[src/rtl/core/sm3_pkg.sv]
// shared types, constants and functions of the sm3 compression block
`default_nettype none
package sm3_pkg;

   localparam int unsigned WordWidth   = 32;
   localparam int unsigned NumRounds   = 64;
   localparam int unsigned WindowDepth = 16;

   localparam logic [WordWidth-1:0] TjLow  = 32'h79CC4519;
   localparam logic [WordWidth-1:0] TjHigh = 32'h7A879D8A;

   typedef logic [WordWidth-1:0] word_type;

   typedef enum logic {
      REQ_CHAIN = 1'b0,
      REQ_MSG   = 1'b1
   } req_kind_type;

   // control from sequencer to round unit
   typedef struct packed {
      logic       load;   // load working registers from chaining value
      logic       step;   // run one round
      logic [5:0] round;  // round index
   } round_ctrl_type;

   function automatic word_type rotl(input word_type x, input logic [4:0] n);
      logic [2*WordWidth-1:0] dbl;
      dbl = {x, x} << n;
      return dbl[2*WordWidth-1:WordWidth];
   endfunction

   function automatic word_type perm0(input word_type x);
      return x ^ rotl(x, 5'd9) ^ rotl(x, 5'd17);
   endfunction

   function automatic word_type perm1(input word_type x);
      return x ^ rotl(x, 5'd15) ^ rotl(x, 5'd23);
   endfunction

endpackage
`default_nettype wire

[src/rtl/core/sm3_msg_sched.sv]
// message expansion window: 16-word shift line producing w[j] and w[j+4]
`default_nettype none
module sm3_msg_sched (
   input  wire                  clock,
   input  wire                  load,      // shift in a received message word
   input  wire                  advance,   // step window by one expanded word
   input  wire sm3_pkg::word_type load_word,
   output sm3_pkg::word_type     w_j,
   output sm3_pkg::word_type     w_j4
);
   import sm3_pkg::*;

   word_type win_ff [WindowDepth];
   word_type win_in [WindowDepth];
   word_type new_word;

   // w[j+16] from w[j], w[j+3], w[j+7], w[j+10], w[j+13]
   assign new_word = perm1(win_ff[0] ^ win_ff[7] ^ rotl(win_ff[13], 5'd15))
                     ^ rotl(win_ff[3], 5'd7) ^ win_ff[10];
   assign w_j  = win_ff[0];
   assign w_j4 = win_ff[4];

   always_comb begin
      for (int i = 0; i < WindowDepth; i++) win_in[i] = win_ff[i];
      if (load || advance) begin
         for (int i = 0; i < WindowDepth - 1; i++) win_in[i] = win_ff[i+1];
         win_in[WindowDepth-1] = load ? load_word : new_word;
      end
   end

   always_ff @(posedge clock) begin
      for (int i = 0; i < WindowDepth; i++) win_ff[i] <= win_in[i];
   end
endmodule
`default_nettype wire

[src/rtl/core/sm3_round.sv]
// shared round unit holding working registers a..h
`default_nettype none
module sm3_round (
   input  wire                       clock,
   input  wire                       reset,
   input  wire sm3_pkg::round_ctrl_type ctrl,
   input  wire sm3_pkg::word_type    w_j,
   input  wire sm3_pkg::word_type    w_j4,
   input  wire sm3_pkg::word_type    chain [8],
   output sm3_pkg::word_type         work [8]
);
   import sm3_pkg::*;

   word_type work_ff [8];
   word_type work_in [8];
   word_type tj, a12, ss1, ss2, ff, gg, tt1, tt2;
   logic     early;

   assign early = (ctrl.round < 6'd16);
   assign tj    = early ? TjLow : TjHigh;
   assign a12   = rotl(work_ff[0], 5'd12);
   assign ss1   = rotl(a12 + work_ff[4] + rotl(tj, ctrl.round[4:0]), 5'd7);
   assign ss2   = ss1 ^ a12;
   assign ff    = early ? (work_ff[0] ^ work_ff[1] ^ work_ff[2])
                        : ((work_ff[0] & work_ff[1]) | (work_ff[0] & work_ff[2])
                           | (work_ff[1] & work_ff[2]));
   assign gg    = early ? (work_ff[4] ^ work_ff[5] ^ work_ff[6])
                        : ((work_ff[4] & work_ff[5]) | (~work_ff[4] & work_ff[6]));
   assign tt1   = ff + work_ff[3] + ss2 + (w_j ^ w_j4);
   assign tt2   = gg + work_ff[7] + ss1 + w_j;

   always_comb begin
      for (int i = 0; i < 8; i++) work_in[i] = work_ff[i];
      if (ctrl.load) begin
         for (int i = 0; i < 8; i++) work_in[i] = chain[i];
      end else if (ctrl.step) begin
         work_in[0] = tt1;
         work_in[1] = work_ff[0];
         work_in[2] = rotl(work_ff[1], 5'd9);
         work_in[3] = work_ff[2];
         work_in[4] = perm0(tt2);
         work_in[5] = work_ff[4];
         work_in[6] = rotl(work_ff[5], 5'd19);
         work_in[7] = work_ff[6];
      end
   end

   always_ff @(posedge clock) begin
      if (reset) begin
         for (int i = 0; i < 8; i++) work_ff[i] <= '0;
      end else begin
         for (int i = 0; i < 8; i++) work_ff[i] <= work_in[i];
      end
   end

   assign work = work_ff;
endmodule
`default_nettype wire

[src/rtl/core/sm3_block_compression.sv]
// top level of the sm3 compression block
// sm3 compression of one 512-bit block per sixteen message requests. a request
// with tuser=0 writes chaining word chain_slot (A..H); a request with tuser=1
// shifts in one big-endian message word. the sixteenth message word starts a
// compression: a load step, 64 rounds at one round per cycle in the shared
// round unit (message expansion runs alongside in the 16-word window), then a
// feed-forward step, and then the eight new chaining words leave on the rsp
// port, A first, H marked with tlast. no request is taken from the sixteenth
// word until the last result word has been accepted; the chaining value stays
// across blocks.
`default_nettype none
module sm3_block_compression (
   input  wire         clock,
   input  wire         reset,
   input  wire         req_tvalid,
   output logic        req_tready,
   input  wire  [39:0] req_tdata,   // chain_slot[2:0], data_word[34:3], zero pad
   input  wire         req_tuser,   // req_type
   output logic        rsp_tvalid,
   input  wire         rsp_tready,
   output logic [39:0] rsp_tdata,   // digest_word[31:0], word_position[34:32], zero pad
   output logic        rsp_tlast    // last_word
);
   import sm3_pkg::*;

   typedef enum logic [1:0] {
      ST_COLLECT,
      ST_LOAD,
      ST_ROUNDS,
      ST_EMIT
   } state_type;

   state_type      state_ff, state_in;
   logic [3:0]     count_ff, count_in;   // message words received
   logic [5:0]     round_ff, round_in;
   logic [2:0]     pos_ff, pos_in;       // result word index
   logic           fold_ff, fold_in;     // feed-forward pending
   word_type       chain_ff [8];
   word_type       chain_in [8];
   word_type       work [8];
   word_type       w_j, w_j4;
   round_ctrl_type ctrl;
   logic           req_fire, msg_fire;
   logic [2:0]     slot;
   word_type       data;

   assign slot     = req_tdata[2:0];
   assign data     = req_tdata[34:3];
   assign req_fire = req_tvalid && req_tready;
   assign msg_fire = req_fire && (req_tuser == REQ_MSG);
   assign req_tready = (state_ff == ST_COLLECT);

   assign ctrl.load  = (state_ff == ST_LOAD);
   assign ctrl.step  = (state_ff == ST_ROUNDS);
   assign ctrl.round = round_ff;

   sm3_msg_sched u_sched (
      .clock     (clock),
      .load      (msg_fire),
      .advance   (ctrl.step),
      .load_word (data),
      .w_j       (w_j),
      .w_j4      (w_j4)
   );

   sm3_round u_round (
      .clock (clock),
      .reset (reset),
      .ctrl  (ctrl),
      .w_j   (w_j),
      .w_j4  (w_j4),
      .chain (chain_ff),
      .work  (work)
   );

   always_comb begin
      state_in = state_ff;
      count_in = count_ff;
      round_in = round_ff;
      pos_in   = pos_ff;
      fold_in  = 1'b0;
      for (int i = 0; i < 8; i++) chain_in[i] = chain_ff[i];
      unique case (state_ff)
         ST_COLLECT: begin
            if (req_fire && req_tuser == REQ_CHAIN) begin
               chain_in[slot] = data;
            end
            if (msg_fire) begin
               count_in = count_ff + 4'd1;
               if (count_ff == 4'd15) state_in = ST_LOAD;
            end
         end
         ST_LOAD: begin
            round_in = '0;
            state_in = ST_ROUNDS;
         end
         ST_ROUNDS: begin
            round_in = round_ff + 6'd1;
            if (round_ff == 6'(NumRounds - 1)) begin
               fold_in  = 1'b1;
               pos_in   = '0;
               state_in = ST_EMIT;
            end
         end
         ST_EMIT: begin
            // feed-forward happens on the first cycle of this state
            if (fold_ff) begin
               for (int i = 0; i < 8; i++) chain_in[i] = chain_ff[i] ^ work[i];
            end else if (rsp_tready) begin
               pos_in = pos_ff + 3'd1;
               if (pos_ff == 3'd7) state_in = ST_COLLECT;
            end
         end
         default: state_in = ST_COLLECT;
      endcase
   end

   always_ff @(posedge clock) begin
      if (reset) begin
         state_ff <= ST_COLLECT;
         count_ff <= '0;
         round_ff <= '0;
         pos_ff   <= '0;
         fold_ff  <= 1'b0;
         for (int i = 0; i < 8; i++) chain_ff[i] <= '0;
      end else begin
         state_ff <= state_in;
         count_ff <= count_in;
         round_ff <= round_in;
         pos_ff   <= pos_in;
         fold_ff  <= fold_in;
         for (int i = 0; i < 8; i++) chain_ff[i] <= chain_in[i];
      end
   end

   assign rsp_tvalid = (state_ff == ST_EMIT) && !fold_ff;
   assign rsp_tdata  = {5'd0, pos_ff, chain_ff[pos_ff]};
   assign rsp_tlast  = (pos_ff == 3'd7);
endmodule
`default_nettype wire

[config.mk]
export PLATFORM = sky130hd
export DESIGN_NAME = sm3_block_compression
export DESIGN_NICKNAME = d
export VERILOG_FILES = /design/src/rtl/core/sm3_pkg.sv /design/src/rtl/core/sm3_msg_sched.sv /design/src/rtl/core/sm3_round.sv /design/src/rtl/core/sm3_block_compression.sv
export SDC_FILE = /design/constraint.sdc
export NUM_CORES = 2
export LEC_CHECK = 0
export ABC_AREA = 0
export BUFFER_PORTS_ARGS = -buffer_cell sky130_fd_sc_hd__buf_4
export CAP_MARGIN = 20
export CORE_MARGIN = 1.5
export CORE_UTILIZATION = 65
export DETAILED_ROUTE_END_ITERATION = 7
export MAX_ROUTING_LAYER = met4
export PLACE_DENSITY = 0.82
export SYNTH_ARGS = -nofsm -noshare
export SYNTH_HDL_FRONTEND = slang
export SYNTH_SLANG_ARGS = --single-unit
[constraint.sdc]
create_clock -name clock -period 14 [get_ports clock]
set_clock_uncertainty 0.2 [all_clocks]
set_input_delay 0.7 -clock clock [delete_from_list [all_inputs] [get_ports clock]]
set_output_delay 0.7 -clock clock [all_outputs]
set_load 0.005 [all_outputs]
==> reports/metrics.yaml <==
status:
  status: "finished, final reports clean"
synthesis:
  postSynth.asyncResetShare_pct: 0
  synth_edf_count: 512
  ys_seq_area_share_pct: 45.7
  ys_types: 87
  synth_area_mm2: 0.0568
  synth_largest_area_cell: "edfxtp_1"
  synth_area_leaders: "edfxtp_1, dfxtp_1, fa_1, xnor2_1, mux2i_1"
  synth_flop_cell: "dfxtp_1"
  ys_warn_count: 0
  synth_seq_cells: 1040
  synthCells: 5300
  synth_top_area_share_pct: 27.1
  avgSynthCellArea_um2: 10.7
placement:
  dp_hpwl_mm: 139
  gp_congestion: 1.14
  port-buffer-count: 77
  dp_slack_ns: 3.10
timing:
  hold_viol: 0
  worst_slack_ns: 2.64
  tightest_slew_ns: 1.26
  fin_crit_ns: 11.36
  rsz0062_at_grt: "false"
  period_share_pct: 81.2
  slew_violations: 0
  setup_viol: 0
  slew_headroom_pct: 15.8
  totalNegativeSetupSlack_ns: 0
  fmaxAchievable_mhz: 88.0
setup_path:
  cp_max_fo: 57
  cp.required_ns: 14.44
  crit_path_max_incr_delay_ns: 0.64
  critPathLaunchType: "flop"
  critical_path.slowest_cell: "buf_4"
  endpoint_kind: "flop"
  cp.arrival_ns: 11.80
  critPathKind: "flop to flop"
clock_tree:
  ctsLongestPathBuffers: 3
  cts.sinks: 1040
  insertion_delay_ns: 0.73
  clkSlewWorstSetupHoldPaths_ns: 0.07
  htreeDepth: 3
  clock-root-buffer: "clkbuf_16"
  cts_tree: "done"
  cts_resized: 0
  cts_buffers: 103
  postCtsSetupBuffers: 0
  cts_hold_buf: 0
cells_and_area:
  multi_input_area_mm2: 0.0286
  layout_common_cells: "dfxtp_1, edfxtp_1, a21oi_1, nor2_1, xnor2_1"
  area_delta_synth_final_pct: 8.39
  drive_gt1_share_pct: 8.63
  fin_nets: 5550
  seqCellArea_mm2: 0.0260
  fill_cells: 6061
  final_common_cell: "dfxtp_1"
drt:
  via_count: 44900
  avgViaCountPerCell: 6.95
  antenna_left: 0
  drc_errors: 0
  drt-total-wl_mm: 201
  wl_per_cell_um: 31.0
  dr.pass1.iters: 8
  first_iter_violations: 7064
global_routing:
  grt_max_degree: 244
  antenna_found_initial: 9
  grt_use_total_pct: 45.6
  grt_pass1_wl_mm: 285
  grt_pass1_vias: 41200
  globalRouteOverflowTotal: 0
die:
  dieArea_mm2: 0.0891
  core-area_mm2: 0.0866
  io_pins: 88
  start_util_pct: 65.5
  rows: 108
  die_height_um: 299
  die_w_um: 299
job:
  cap_violations: 0
worst_hold_path:
  hold_path_class: "input pin to flop"
-- worst max-delay path, delay by kind of cell, from the launching register on --
kind / cells / cell delay (ns)
buffers and inverters: 6 / 1.21
multiplexers: 2 / 0.41
flip-flops: 1 / 0.31
adder cells (fa/ha/maj): 6 / 2.55
XOR/XNOR: 2 / 0.82
AO/OA/AOI/OAI: 15 / 4.07
AND/OR/NAND/NOR: 5 / 1.67
-- metrics by stage --
| step | util [%] | cell area, um^2 | hold slack [ns] | instances |
|---|---|---|---|---|
| after global placement | 67.2 | 58200 | 0.200 | 6261 |
| after global routing | 71.0 | 61500 | 0.116 | 6456 |
| after detailed placement | 67.2 | 58200 | 0.205 | 6261 |
| after floorplan | - | 56800 | 0.200 | 5304 |
| after CTS | 71.0 | 61500 | 0.0768 | 6447 |
| final | 71.0 | 61500 | 0.105 | 6463 |
-- registers in the layout (all words and copies together) (netlist names) --
| signal | flops |
|---|---|
| u_sched.win_ff | 512 |
| chain_ff | 256 |
| u_round.work | 256 |
| round_ff | 6 |
| count_ff | 4 |
| pos_ff | 3 |
| state_ff | 2 |
| fold_ff | 1 |
-- final timing paths --
| path | start | end | slack (ns) | cells past startpoint |
|---|---|---|---|---|
| worst max-delay path | round_ff[4] | u_round.work[253] | 2.64 | 36 |
| worst min-delay path | req_tdata[32] | u_sched.win_ff[1][253] | 0.10 | 3 |
| worst min register to register | u_sched.win_ff[0][72] | u_sched.win_ff[0][40] | 0.21 | 0 |
| worst max register to register | round_ff[4] | u_round.work[253] | 2.64 | 36 |
-- Yosys cell counts, types with 82 or more instances --
master     instances
dfxtp_1          528
edfxtp_1         512
a21oi_1          388
nor2_1           369
xnor2_1          347
inv_1            293
clkbuf_1         281
nand2_1          272
and3_1           265
mux2i_1          265
a2111oi_0        257
a211oi_1         216
nand2b_1         214
fa_1             188
o21ai_0          174
ha_1             105
xor2_1            82
-- routing by layer --
| layer | global-route usage [%] | share of wire [%] |
|---|---|---|
| met1 | 56.8 | 35 |
| met2 | 64.7 | 42 |
| met3 | 11.1 | 13 |
| met5 | - | 0 |
| met4 | 33.5 | 9.1 |
-- layout make-up --
class / count / share of cell area [%]
multi-input cells: 3631 / 46.5
flip-flops and latches: 1040 / 42.2
clock buffers: 145 / 4.64
well taps: 1155 / 2.35
inverters: 296 / 1.81
repair buffers: 140 / 1.79
clock inverters: 41 / 0.689
diodes: 15 / 0.0610
-- kinds of logic after synthesis --
| family | Yosys count | synth area share (%) |
|---|---|---|
| buffers and inverters | 633 | 4.23 |
| other | 1 | 0.00661 |
| muxes | 382 | 8.26 |
| AOI/OAI and AO/OA | 1273 | 15.1 |
| adders and majority gates | 293 | 8.95 |
| DFF | 1040 | 45.7 |
| xor gates and xnor gates | 439 | 7.00 |
| and+or+nand+nor | 1239 | 10.8 |
Power is not shown: default switching activity piles up to over one toggle a cycle in this logic, so the estimate is an artifact.
